## src/design/gww_pkg.sv

```systemverilog
`default_nettype none
package gww_pkg;

	localparam int WORD_MAX_DEF = 62;

	localparam logic [7:0] CH_SPACE    = 8'd32;
	localparam logic [7:0] CH_TAB      = 8'd9;
	localparam logic [7:0] CH_NL       = 8'd10;
	localparam logic [7:0] WIDTH_RESET = 8'd75;

	localparam logic OP_BYTE = 1'b0;
	localparam logic OP_EOS  = 1'b1;

	localparam int         CFG_AW         = 3;
	localparam logic       REG_LINE_WIDTH = 1'b0;

	typedef enum logic [2:0] {
		ST_IDLE,
		ST_DECIDE,
		ST_BRK,
		ST_SEP,
		ST_FETCH,
		ST_WORD,
		ST_CLOSE
	} state_t;

	// emission plan for one input: line break, separator space, word bytes, closing newline
	typedef struct packed {
		logic brk;
		logic sep;
		logic word;
		logic close;
	} plan_t;

endpackage
`default_nettype wire

```

## src/design/gww_in_if.sv

```systemverilog
`default_nettype none
interface gww_in_if;
	logic       valid;
	logic       ready;
	logic       opcode;
	logic [7:0] char_code;

	modport source (output valid, opcode, char_code, input ready);
	modport sink (input valid, opcode, char_code, output ready);
endinterface
`default_nettype wire

```

## src/design/gww_out_if.sv

```systemverilog
`default_nettype none
interface gww_out_if;
	logic       valid;
	logic       ready;
	logic [7:0] out_char;
	logic       last;

	modport source (output valid, out_char, last, input ready);
	modport sink (input valid, out_char, last, output ready);
endinterface
`default_nettype wire

```

## src/design/gww_cfg.sv

```systemverilog
`default_nettype none
module gww_cfg (
	input  wire logic                      clk,
	input  wire logic                      arst_n,
	input  wire logic                      psel,
	input  wire logic                      penable,
	input  wire logic                      pwrite,
	input  wire logic [gww_pkg::CFG_AW-1:0] paddr,
	input  wire logic [31:0]               pwdata,
	output logic      [31:0]               prdata,
	output logic                           pready,
	output logic      [7:0]                line_width
);

	logic [7:0] line_width_q;
	logic       wr_hit;

	assign pready = 1'b1;
	assign wr_hit = psel && penable && pwrite && (paddr[2] == gww_pkg::REG_LINE_WIDTH);

	always_ff @(posedge clk or negedge arst_n) begin
		if (!arst_n) begin
			line_width_q <= gww_pkg::WIDTH_RESET;
		end else if (wr_hit) begin
			line_width_q <= pwdata[7:0];
		end
	end

	always_comb begin
		if (paddr[2] == gww_pkg::REG_LINE_WIDTH) begin
			prdata = {24'd0, line_width_q};
		end else begin
			prdata = 32'd0;
		end
	end

	assign line_width = line_width_q;

endmodule
`default_nettype wire

```

## src/design/gww_word_buf.sv

```systemverilog
`default_nettype none
module gww_word_buf #(
	parameter int DEPTH = gww_pkg::WORD_MAX_DEF,
	parameter int AW    = 6
) (
	input  wire logic          clk,
	input  wire logic          wr_en,
	input  wire logic [AW-1:0] wr_addr,
	input  wire logic [7:0]    wr_data,
	input  wire logic          rd_en,
	input  wire logic [AW-1:0] rd_addr,
	output logic      [7:0]    rd_data
);

	logic [7:0] mem [DEPTH];
	logic [7:0] rd_data_q;

	always_ff @(posedge clk) begin
		if (wr_en) begin
			mem[wr_addr] <= wr_data;
		end
		if (rd_en) begin
			rd_data_q <= mem[rd_addr];
		end
	end

	assign rd_data = rd_data_q;

endmodule
`default_nettype wire

```

## src/design/greedy_word_wrap_stream.sv

```systemverilog
// A word byte is registered on transfer and written to the buffer in the decide state; no output.
// A blank, paragraph break or end of stream: a decide state, then a break or space, each
// word byte fetched from the registered buffer read port and then emitted, and a closing
// newline, each output waiting while dout stalls; ready again the cycle after the last output.
// Input is taken only when idle: a new item waits until the last is done; dout stalls add.
// Reset (arst_n, async): idle, column 0, empty word, line_width 75; buffer not cleared.
`default_nettype none
module greedy_word_wrap_stream #(
	parameter int WORD_MAX = gww_pkg::WORD_MAX_DEF
) (
	input  wire logic                       clk,
	input  wire logic                       arst_n,
	gww_in_if.sink                          din,
	gww_out_if.source                       dout,
	input  wire logic                       psel,
	input  wire logic                       penable,
	input  wire logic                       pwrite,
	input  wire logic [gww_pkg::CFG_AW-1:0] paddr,
	input  wire logic [31:0]                pwdata,
	output logic      [31:0]                prdata,
	output logic                            pready
);

	localparam int LW = $clog2(WORD_MAX + 1);
	localparam int AW = (WORD_MAX > 1) ? $clog2(WORD_MAX) : 1;

	gww_pkg::state_t state_q, state_d;
	gww_pkg::plan_t  plan_q, plan_d;

	logic          op_q;
	logic [7:0]    ch_q;
	logic [LW-1:0] wlen_q, wlen_d;
	logic [LW-1:0] idx_q, idx_d;
	logic [7:0]    col_q, col_d;
	logic          np_q, np_d;
	logic          out_valid_q;
	logic [7:0]    out_char_q;
	logic          out_last_q;

	logic [7:0]    line_width;
	logic          wr_en, rd_en;
	logic [7:0]    rd_data;
	logic          ld, ld_last;
	logic [7:0]    ld_char;
	logic          can_emit;
	logic          in_fire;

	logic [9:0]    sum;
	logic          over, wl_nz, col_nz, brk_w, sep_w, blank, byte_last;
	logic [7:0]    col_flush;

	gww_cfg u_cfg (
		.clk        (clk),
		.arst_n     (arst_n),
		.psel       (psel),
		.penable    (penable),
		.pwrite     (pwrite),
		.paddr      (paddr),
		.pwdata     (pwdata),
		.prdata     (prdata),
		.pready     (pready),
		.line_width (line_width)
	);

	gww_word_buf #(
		.DEPTH (WORD_MAX),
		.AW    (AW)
	) u_buf (
		.clk     (clk),
		.wr_en   (wr_en),
		.wr_addr (wlen_q[AW-1:0]),
		.wr_data (ch_q),
		.rd_en   (rd_en),
		.rd_addr (idx_q[AW-1:0]),
		.rd_data (rd_data)
	);

	function automatic gww_pkg::state_t first_of(gww_pkg::plan_t p);
		gww_pkg::state_t s;
		if (p.brk) begin
			s = gww_pkg::ST_BRK;
		end else if (p.sep) begin
			s = gww_pkg::ST_SEP;
		end else if (p.word) begin
			s = gww_pkg::ST_FETCH;
		end else if (p.close) begin
			s = gww_pkg::ST_CLOSE;
		end else begin
			s = gww_pkg::ST_IDLE;
		end
		return s;
	endfunction

	// shared adder: column + 1 + word length, used for the wrap test and the new column
	assign sum    = {2'b00, col_q} + 10'(wlen_q) + 10'd1;
	assign over   = sum > {2'b00, line_width};
	assign wl_nz  = wlen_q != '0;
	assign col_nz = col_q != 8'd0;
	assign brk_w  = wl_nz && col_nz && over;
	assign sep_w  = wl_nz && col_nz && !over;
	assign blank  = (ch_q == gww_pkg::CH_SPACE) || (ch_q == gww_pkg::CH_TAB)
		|| (ch_q == gww_pkg::CH_NL);

	always_comb begin
		if (!wl_nz) begin
			col_flush = col_q;
		end else if (!col_nz || brk_w) begin
			col_flush = 8'(wlen_q);
		end else if (sum > 10'd255) begin
			col_flush = 8'hFF;
		end else begin
			col_flush = sum[7:0];
		end
	end

	assign can_emit  = !out_valid_q || dout.ready;
	assign din.ready = state_q == gww_pkg::ST_IDLE;
	assign in_fire   = din.valid && din.ready;
	assign byte_last = LW'(idx_q + 1'b1) == wlen_q;

	always_comb begin
		state_d = state_q;
		plan_d  = plan_q;
		col_d   = col_q;
		np_d    = np_q;
		wlen_d  = wlen_q;
		idx_d   = idx_q;
		wr_en   = 1'b0;
		rd_en   = 1'b0;
		ld      = 1'b0;
		ld_char = gww_pkg::CH_NL;
		ld_last = 1'b0;
		unique case (state_q)
			gww_pkg::ST_IDLE: begin
				if (din.valid) begin
					state_d = gww_pkg::ST_DECIDE;
				end
			end
			gww_pkg::ST_DECIDE: begin
				idx_d = '0;
				priority if (op_q == gww_pkg::OP_EOS) begin
					plan_d  = '{brk: brk_w, sep: sep_w, word: wl_nz, close: wl_nz || col_nz};
					col_d   = 8'd0;
					np_d    = 1'b0;
					state_d = first_of(plan_d);
				end else if (np_q && ch_q == gww_pkg::CH_NL) begin
					plan_d  = '{brk: col_nz, sep: 1'b0, word: 1'b0, close: 1'b1};
					col_d   = 8'd0;
					np_d    = 1'b0;
					state_d = first_of(plan_d);
				end else if (blank) begin
					plan_d  = '{brk: brk_w, sep: sep_w, word: wl_nz, close: 1'b0};
					col_d   = col_flush;
					np_d    = ch_q == gww_pkg::CH_NL;
					state_d = first_of(plan_d);
				end else begin
					np_d    = 1'b0;
					state_d = gww_pkg::ST_IDLE;
					if (wlen_q < LW'(WORD_MAX)) begin
						wr_en  = 1'b1;
						wlen_d = LW'(wlen_q + 1'b1);
					end
				end
			end
			gww_pkg::ST_BRK: begin
				if (can_emit) begin
					ld      = 1'b1;
					ld_char = gww_pkg::CH_NL;
					ld_last = !plan_q.sep && !plan_q.word && !plan_q.close;
					state_d = first_of('{brk: 1'b0, sep: plan_q.sep, word: plan_q.word,
						close: plan_q.close});
				end
			end
			gww_pkg::ST_SEP: begin
				if (can_emit) begin
					ld      = 1'b1;
					ld_char = gww_pkg::CH_SPACE;
					ld_last = !plan_q.word && !plan_q.close;
					state_d = first_of('{brk: 1'b0, sep: 1'b0, word: plan_q.word,
						close: plan_q.close});
				end
			end
			gww_pkg::ST_FETCH: begin
				rd_en   = 1'b1;
				state_d = gww_pkg::ST_WORD;
			end
			gww_pkg::ST_WORD: begin
				if (can_emit) begin
					ld      = 1'b1;
					ld_char = rd_data;
					ld_last = byte_last && !plan_q.close;
					if (byte_last) begin
						wlen_d  = '0;
						state_d = plan_q.close ? gww_pkg::ST_CLOSE : gww_pkg::ST_IDLE;
					end else begin
						idx_d   = LW'(idx_q + 1'b1);
						state_d = gww_pkg::ST_FETCH;
					end
				end
			end
			gww_pkg::ST_CLOSE: begin
				if (can_emit) begin
					ld      = 1'b1;
					ld_char = gww_pkg::CH_NL;
					ld_last = 1'b1;
					state_d = gww_pkg::ST_IDLE;
				end
			end
			default: begin
				state_d = gww_pkg::ST_IDLE;
			end
		endcase
	end

	always_ff @(posedge clk or negedge arst_n) begin
		if (!arst_n) begin
			state_q     <= gww_pkg::ST_IDLE;
			plan_q      <= '0;
			wlen_q      <= '0;
			idx_q       <= '0;
			col_q       <= 8'd0;
			np_q        <= 1'b0;
			out_valid_q <= 1'b0;
		end else begin
			state_q <= state_d;
			plan_q  <= plan_d;
			wlen_q  <= wlen_d;
			idx_q   <= idx_d;
			col_q   <= col_d;
			np_q    <= np_d;
			if (ld) begin
				out_valid_q <= 1'b1;
			end else if (dout.ready) begin
				out_valid_q <= 1'b0;
			end
		end
	end

	always_ff @(posedge clk) begin
		if (in_fire) begin
			op_q <= din.opcode;
			ch_q <= din.char_code;
		end
		if (ld) begin
			out_char_q <= ld_char;
			out_last_q <= ld_last;
		end
	end

	assign dout.valid    = out_valid_q;
	assign dout.out_char = out_char_q;
	assign dout.last     = out_last_q;

	a_wlen_bound: assert property (@(posedge clk) disable iff (!arst_n)
		wlen_q <= LW'(WORD_MAX))
		else $error("word length beyond buffer capacity");

	a_fire_decide: assert property (@(posedge clk) disable iff (!arst_n)
		in_fire |=> state_q == gww_pkg::ST_DECIDE)
		else $error("transfer not followed by decide");

	a_word_after_fetch: assert property (@(posedge clk) disable iff (!arst_n)
		(state_q == gww_pkg::ST_WORD && $past(state_q) != gww_pkg::ST_WORD)
		|-> $past(state_q) == gww_pkg::ST_FETCH)
		else $error("word byte emitted without buffer read");

	a_last_idle: assert property (@(posedge clk) disable iff (!arst_n)
		(ld && ld_last) |=> state_q == gww_pkg::ST_IDLE)
		else $error("last byte did not end the sequence");

	a_eos_col: assert property (@(posedge clk) disable iff (!arst_n)
		(state_q == gww_pkg::ST_DECIDE && op_q == gww_pkg::OP_EOS)
		|=> (col_q == 8'd0 && !np_q))
		else $error("end of stream left column or newline state");

endmodule
`default_nettype wire
```

## src/flat_wrapper.sv

```systemverilog
// flat-port wrapper written by rule: the top's interface ports become plain ports
module greedy_word_wrap_stream_flat 
#(
	parameter int WORD_MAX = gww_pkg::WORD_MAX_DEF
)
  (clk, arst_n, psel, penable, pwrite, paddr, pwdata, prdata, pready, din_valid, din_opcode, din_char_code, din_ready, dout_valid, dout_out_char, dout_last, dout_ready);
  gww_in_if din_i ();
  gww_out_if dout_i ();
  input  wire logic clk;
  input  wire logic arst_n;
  input  wire logic psel;
  input  wire logic penable;
  input  wire logic pwrite;
  input  wire logic [gww_pkg::CFG_AW-1:0] paddr;
  input  wire logic [31:0] pwdata;
  output logic      [31:0] prdata;
  output logic pready;
  input wire logic [$bits(din_i.valid)-1:0] din_valid;
  input wire logic [$bits(din_i.opcode)-1:0] din_opcode;
  input wire logic [$bits(din_i.char_code)-1:0] din_char_code;
  output wire logic [$bits(din_i.ready)-1:0] din_ready;
  output wire logic [$bits(dout_i.valid)-1:0] dout_valid;
  output wire logic [$bits(dout_i.out_char)-1:0] dout_out_char;
  output wire logic [$bits(dout_i.last)-1:0] dout_last;
  input wire logic [$bits(dout_i.ready)-1:0] dout_ready;
  assign din_i.valid = din_valid;
  assign din_i.opcode = din_opcode;
  assign din_i.char_code = din_char_code;
  assign din_ready = din_i.ready;
  assign dout_valid = dout_i.valid;
  assign dout_out_char = dout_i.out_char;
  assign dout_last = dout_i.last;
  assign dout_i.ready = dout_ready;
  greedy_word_wrap_stream #(.WORD_MAX(WORD_MAX)) u_core (.clk(clk), .arst_n(arst_n), .din(din_i), .dout(dout_i), .psel(psel), .penable(penable), .pwrite(pwrite), .paddr(paddr), .pwdata(pwdata), .prdata(prdata), .pready(pready));
endmodule
```

## config.mk

```make
export PLATFORM = sky130hd
export DESIGN_NAME = greedy_word_wrap_stream_flat
export DESIGN_NICKNAME = d
export VERILOG_FILES = /design/src/design/gww_pkg.sv /design/src/design/gww_in_if.sv /design/src/design/gww_out_if.sv /design/src/design/gww_cfg.sv /design/src/design/gww_word_buf.sv /design/src/design/greedy_word_wrap_stream.sv /design/src/flat_wrapper.sv
export SDC_FILE = /design/constraint.sdc
export NUM_CORES = 1
export LEC_CHECK = 0
export BUFFER_PORTS_ARGS = -buffer_cell sky130_fd_sc_hd__buf_2
export CORE_MARGIN = 8
export CORE_UTILIZATION = 45
export DETAILED_ROUTE_END_ITERATION = 6
export PLACE_DENSITY = 0.63
export SLEW_MARGIN = 10
export SYNTH_ARGS = -nofsm -noshare
export SYNTH_HDL_FRONTEND = slang
export SYNTH_SLANG_ARGS = --single-unit
```

## constraint.sdc

```tcl
create_clock -name clk -period 4.03 [get_ports clk]
set_input_delay 0.6045 -clock clk [delete_from_list [all_inputs] [get_ports clk]]
set_output_delay 0.6045 -clock clk [all_outputs]
set_load 0.02 [all_outputs]
```

[Word level (Yosys, flattened, before mapping)]
Memories as Yosys holds them, arrays and structs flattened. A register that Yosys moved wholly into a read port is not among the register bits.
Cells that the tools add are included.
Storage, ports and cells
  flip-flop bits (word level): 54
  bits in writable memories: 496
  memories kept: 1
Memory list
  u_core.u_buf.mem: words 62, bits a word 8, read ports 1, clocked after Yosys merged registers in 1, write ports 1, line gww_word_buf.sv:15  | logic [7:0] mem [DEPTH];
Cells by class
  $add $sub $neg: 4
  magnitude comparators: 3
  eq/ne operators: 21
  multiplexer cells: 63
  bitwise operators: 1
  reductions and logical operators: 36
Operator list (count)
  $mux W3: 23
  $mux W8: 8
  $mux W6: 9
  $pmux W6 S2: 2
  $pmux W3 S7: 1
  $mux W1: 18
  $eq A8 B4 Y1 const B: 2
  $pmux W8 S2: 1
  $add A6 B1 Y6 const B: 2
  $logic_and A1 B1 Y1: 12
  $ne A2 B1 Y1 const B: 6
  $add A10 B1 Y10 const B: 1
  $gt A10 B8 Y1: 1
  $gt A10 B8 Y1 const B: 1
  $ne A2 B2 Y1 const B: 5
  $add A8 B6 Y9: 1
  $eq A3 B3 Y1 const B: 3
  $eq A8 B6 Y1 const B: 1
  $reduce_bool A8 Y1: 1
  $reduce_and A7 Y1: 1
  $eq A3 B2 Y1 const B: 2
  $eq A6 B6 Y1: 1
  $logic_not A1 Y1: 6
  $lt A6 B6 Y1 const B: 1
  other kinds (12): 19

[Logic depth before layout (Yosys ltp)]
  depth after elaboration: 11
  mapped depth: 15
  gate-level depth less buffers: 15

[By module]
A second synthesis with hierarchy kept.
Second synthesis, totals
  cells, all modules: 1312
  area, all modules: 23617.7 um2
By module, submodules not included
  gww_word_buf: times used 1, cells an instance 900, area an instance 19777.7 um2, sequential area each 15134.5 um2
  greedy_word_wrap_stream: times used 1, cells an instance 360, area an instance 3255.6 um2, sequential area each 1241.2 um2
  gww_cfg: times used 1, cells an instance 52, area an instance 584.3 um2, sequential area each 205.2 um2

[Least setup slack after synthesis]
No wires, ideal clock.
  kind: register to register
  from: register u_core.wlen_q[0]
  to: register u_core.col_q[6]
  library setup time: 104 ps
  arrival: 3274 ps
  data required time: 3926 ps
  slack: 653 ps
  stages on the path, launching flop included: 16
  clock period less this slack: 3377 ps
  path through: dfrtp_1 -> ha_1 -> fa_1 -> a211o_1 -> nand2_1 -> and2_1 -> nand3_1 -> o31ai_1 -> xnor2_1 -> ha_1 -> o21a_1 -> o22ai_1 -> a31oi_1 -> a21oi_1 -> o21ai_1 -> a221oi_1
Between the ends
  word-level cells in the longest chain between the ends: 10
RTL lines
  from (decl): line greedy_word_wrap_stream.sv:32  | logic [LW-1:0] wlen_q, wlen_d;
  from (signal assigned): line greedy_word_wrap_stream.sv:227  | wlen_q <= wlen_d;
  $add A8 B6 Y9: line greedy_word_wrap_stream.sv:95  | assign sum = {2'b00, col_q} + 10'(wlen_q) + 10'd1;
  $add A10 B1 Y10: line greedy_word_wrap_stream.sv:95
  $gt A10 B8 Y1: line greedy_word_wrap_stream.sv:96  | assign over = sum > {2'b00, line_width};
  $logic_and A1 B1 Y1: line greedy_word_wrap_stream.sv:99  | assign brk_w = wl_nz && col_nz && over;
  $logic_or A1 B1 Y1: line greedy_word_wrap_stream.sv:107  | end else if (!col_nz || brk_w) begin
  $mux W8: line greedy_word_wrap_stream.sv:107
  $mux W8: line greedy_word_wrap_stream.sv:105  | if (!wl_nz) begin
  $mux W8: line greedy_word_wrap_stream.sv:151  | end else if (blank) begin
  $mux W8: line greedy_word_wrap_stream.sv:146  | end else if (np_q && ch_q == gww_pkg::CH_NL) begin
  $mux W8: line greedy_word_wrap_stream.sv:141  | priority if (op_q == gww_pkg::OP_EOS) begin
  to (signal assigned): line greedy_word_wrap_stream.sv:229  | col_q <= col_d;
  to (decl): line greedy_word_wrap_stream.sv:34  | logic [7:0] col_q, col_d;
Parallel ways exist; a longest one is shown, timed or not. The select of a mux whose other input is x is not followed.
A chain may end at the register's enable or synchronous reset.

[Worst setup path after layout]
  from: register u_core.col_q[0]
  to: register u_core.col_q[5]
Between the ends
  word-level cells in the longest chain between the ends: 10
RTL lines (line)
  $add A8 B6 Y9: greedy_word_wrap_stream.sv:95
  $add A10 B1 Y10: greedy_word_wrap_stream.sv:95
  $gt A10 B8 Y1: greedy_word_wrap_stream.sv:96
  $logic_and A1 B1 Y1: greedy_word_wrap_stream.sv:99
  $logic_or A1 B1 Y1: greedy_word_wrap_stream.sv:107
  $mux W8 *: greedy_word_wrap_stream.sv:107
  $mux W8 *: greedy_word_wrap_stream.sv:105
  $mux W8 *: greedy_word_wrap_stream.sv:151
  $mux W8 *: greedy_word_wrap_stream.sv:146
  $mux W8 *: greedy_word_wrap_stream.sv:141
Mark *: on every way between the ends. The rest lies on a longest branch, timed or not. The select of a mux whose other input is x is not followed.

==> results_dict.tcl <==
set metrics [dict create \
    syn_area_mm2 0.0233 \
    antenna_left 0 \
    numClockSinks 558 \
    start_util_pct 45.4 \
    status "completed" \
    ys_seq_elements 558 \
    yosys.area.top_type "edfxtp_1" \
    cp-start-kind "flop" \
    cts-root-buf "clkbuf_16" \
    cp_max_fo 6 \
    final_cell_mix "edfxtp_1, mux4_2, buf_4" \
    netSwitchingFraction_pct 30.8 \
    netlist-cell-type-count 66 \
    p_per_area_mw_per_mm2 646 \
    p_leak_nw 8.84 \
    stdcell_area_mm2 0.0266 \
    grt_max_degree 63 \
    hp-class "primary input to async pin" \
    antenna_found_initial 2 \
    postPlaceCellArea_mm2 0.0248 \
    finalSetupTns_ps 0 \
    synthArstFlopShare_pct 6.45 \
    finalCritPeriodShare_pct 93.9 \
    cts-buffers-inserted 56 \
    cp-end-kind "flop" \
    h-tree-depth 2 \
    gp_congestion 0.841 \
    rows 83 \
    first_pass_iters 5 \
    switchingPower_w 0.00529 \
    tightestPinTransition_ps 1110 \
    drtIter0Drc 1081 \
    syn_to_final_growth_pct 14.5 \
    syn_inst 1218 \
    port_buffers 43 \
    ios 95 \
    clk_pin_slew_ps 60 \
    slew_headroom_pct 25.7 \
    pwr-share-seq_pct 41.3 \
    synth_top_area_share_pct 67.4 \
    dieHeight_um 243 \
    synth_edf_count 522 \
    dpl.hpwl_mm 32.0 \
    ys.warnings.count 0 \
    grt-ovfl-total 0 \
    fillers 4027 \
    slew_violations 0 \
    routed_via_density 5.59 \
    fmax_mhz 264 \
    ys_top_cells_by_area "edfxtp_1, mux4_2, dfrtp_1, nor2_1, ha_1" \
    max-clock-path-buffers 3 \
    routed_wirelength_mm 50.6 \
    drc 0 \
    ys_seq_area_share_pct 71.3 \
    core_area_mm2 0.0512 \
    grt_pass1_wl_mm 76.1 \
    vdd_drop_max_v 0.000297 \
    wire_per_inst_um 24.2 \
    dieArea_mm2 0.0592 \
    hold_viol_final 0 \
    min_period_ps 3780 \
    n_antenna_cell 0 \
    seqCellArea_mm2 0.0166 \
    clk-insertion-delay-late_ps 610 \
    intPower_w 0.0119 \
    finalClockSkew_ps 24.8 \
    syn_avg_cell_area_um2 19.1 \
    layout-drive-gt1-share_pct 29.9 \
    via_count 11706 \
    grtUsageTotal_pct 17.0 \
    finalSetupViolCount 0 \
    path_class "flop to flop" \
    nNetsFinal 1440 \
    die_w_um 243 \
    layout_commonest_cell "edfxtp_1" \
    cts_tree "done" \
    grt_pass1_vias 11915 \
    pwr-share-clk_pct 29.4 \
    synth-main-ff-cell "edfxtp_1" \
    arrival_ps 4320 \
    max_cap_violations 0 \
    crit_required_ps 4560 \
    multi_input_area_mm2 0.00619 \
    power_frac_comb_pct 29.3 \
]
## cell usage after synthesis, drive strengths merged, types with 6 or more instances
master,n
a21oi,22
nor2,94
nor3,12
nand3,17
nand2b,9
or3,7
o31ai,9
nand4,7
ha,22
nand2,26
a211oi,7
clkbuf,27
dfrtp,32
xnor2,13
mux4,159
o21ai,25
o211ai,10
and3,11
nor2b,8
edfxtp,522
mux2,17
inv,27
buf,57
a21o,6
xor2,9
## per-layer routing
metal	vias to the layer above	routed length, µm	GRT usage (%)
met5	-	16	0
met4	2	1230	4.69
met3	92	2920	3.11
met2	346	24900	28.1
met1	6084	21600	23.1
li1	5182	-	-
## metrics by stage
step	instances	utilization, %	hold WS [ps]	power [W]	setup WS, ps
2_1_floorplan	1241	-	309	0.0107	653
3_3_place_gp	1988	48.5	490	0.0122	312
3_5_place_dp	1988	48.5	497	0.0123	185
4_1_cts	2093	52.0	108	0.0174	162
5_1_grt	2093	52.0	141	0.0180	-24.8
6_report	2093	52.0	107	0.0172	247
## flip-flops by register name, indices dropped and copies added, names as in the netlist
register                 cells
u_core.state_q               3
u_core.plan_q                3
u_core.u_cfg.line_width      8
u_core.col_q                 8
u_core.wlen_q                6
u_core.dout.last             1
u_core.np_q                  1
u_core.ch_q                  8
u_core.dout.valid            1
u_core.dout.out_char         8
u_core.u_buf.mem           496
u_core.op_q                  1
u_core.idx_q                 6
u_core.u_buf.rd_data         8
## power by group through the flow
stage	logic, W	clock network (W)	registers [W]
floorplan	0.00353	0	0.00714
global placement	0.00500	0	0.00722
detailed placement	0.00507	0	0.00723
CTS	0.00508	0.00517	0.00711
global route	0.00545	0.00539	0.00714
finish	0.00505	0.00506	0.00710
## logic make-up after synthesis
family	share of synthesized area (%)
AO/OA/AOI/OAI	3.23
XOR/XNOR	0.829
adder cells (fa/ha/maj)	1.27
buffers and inverters	2.48
flip-flops	71.3
multiplexers	16.3
other	0.0323
AND/OR/NAND/NOR	4.60
## cell type report
class                   count  share of cell area [%]
flip-flops and latches    558                    62.3
repair buffers            151                    4.18
multi-input cells         572                    23.3
clock inverters            29                    1.04
well taps                 680                    3.20
inverters                  27                   0.381
clock buffers              76                    5.62
## timing repair
item,4_1_cts,5_1_grt
hold buffers,0,0
setup buffers,0,0
gates resized for setup,0,2
setup endpoints to repair,0,8
## worst max-delay path, stage by stage (launching register included)
cell,delay [ps]
dfrtp_1,400
ha_1,230
fa_1,410
a211o_1,370
nand2_1,100
and2_1,190
nand3_1,110
o31ai_2,360
xnor2_1,170
ha_1,260
o21a_1,110
o22ai_1,160
a31oi_2,80
a21oi_1,460
a21oi_1,140
o21ai_1,150
## worst paths after layout
kind	slack, ps	cells after the start	start	to
min in group clk	170	1	din_char_code[6]	u_core.ch_q[6]$_DFFE_PP_
setup reg to reg	250	15	u_core.col_q[0]$_DFFE_PN0P_	u_core.col_q[5]$_DFFE_PN0P_
hold / removal	110	1	arst_n	u_core.dout.valid$_DFFE_PN0P_
setup / recovery	250	15	u_core.col_q[0]$_DFFE_PN0P_	u_core.col_q[5]$_DFFE_PN0P_
max in group asynchronous	3280	1	arst_n	u_core.idx_q[1]$_DFFE_PN0P_
hold reg to reg	510	1	u_core.u_cfg.line_width[2]$_DFFE_PN0P_	u_core.u_cfg.line_width[2]$_DFFE_PN0P_
Power figures use the tool's default switching activity.
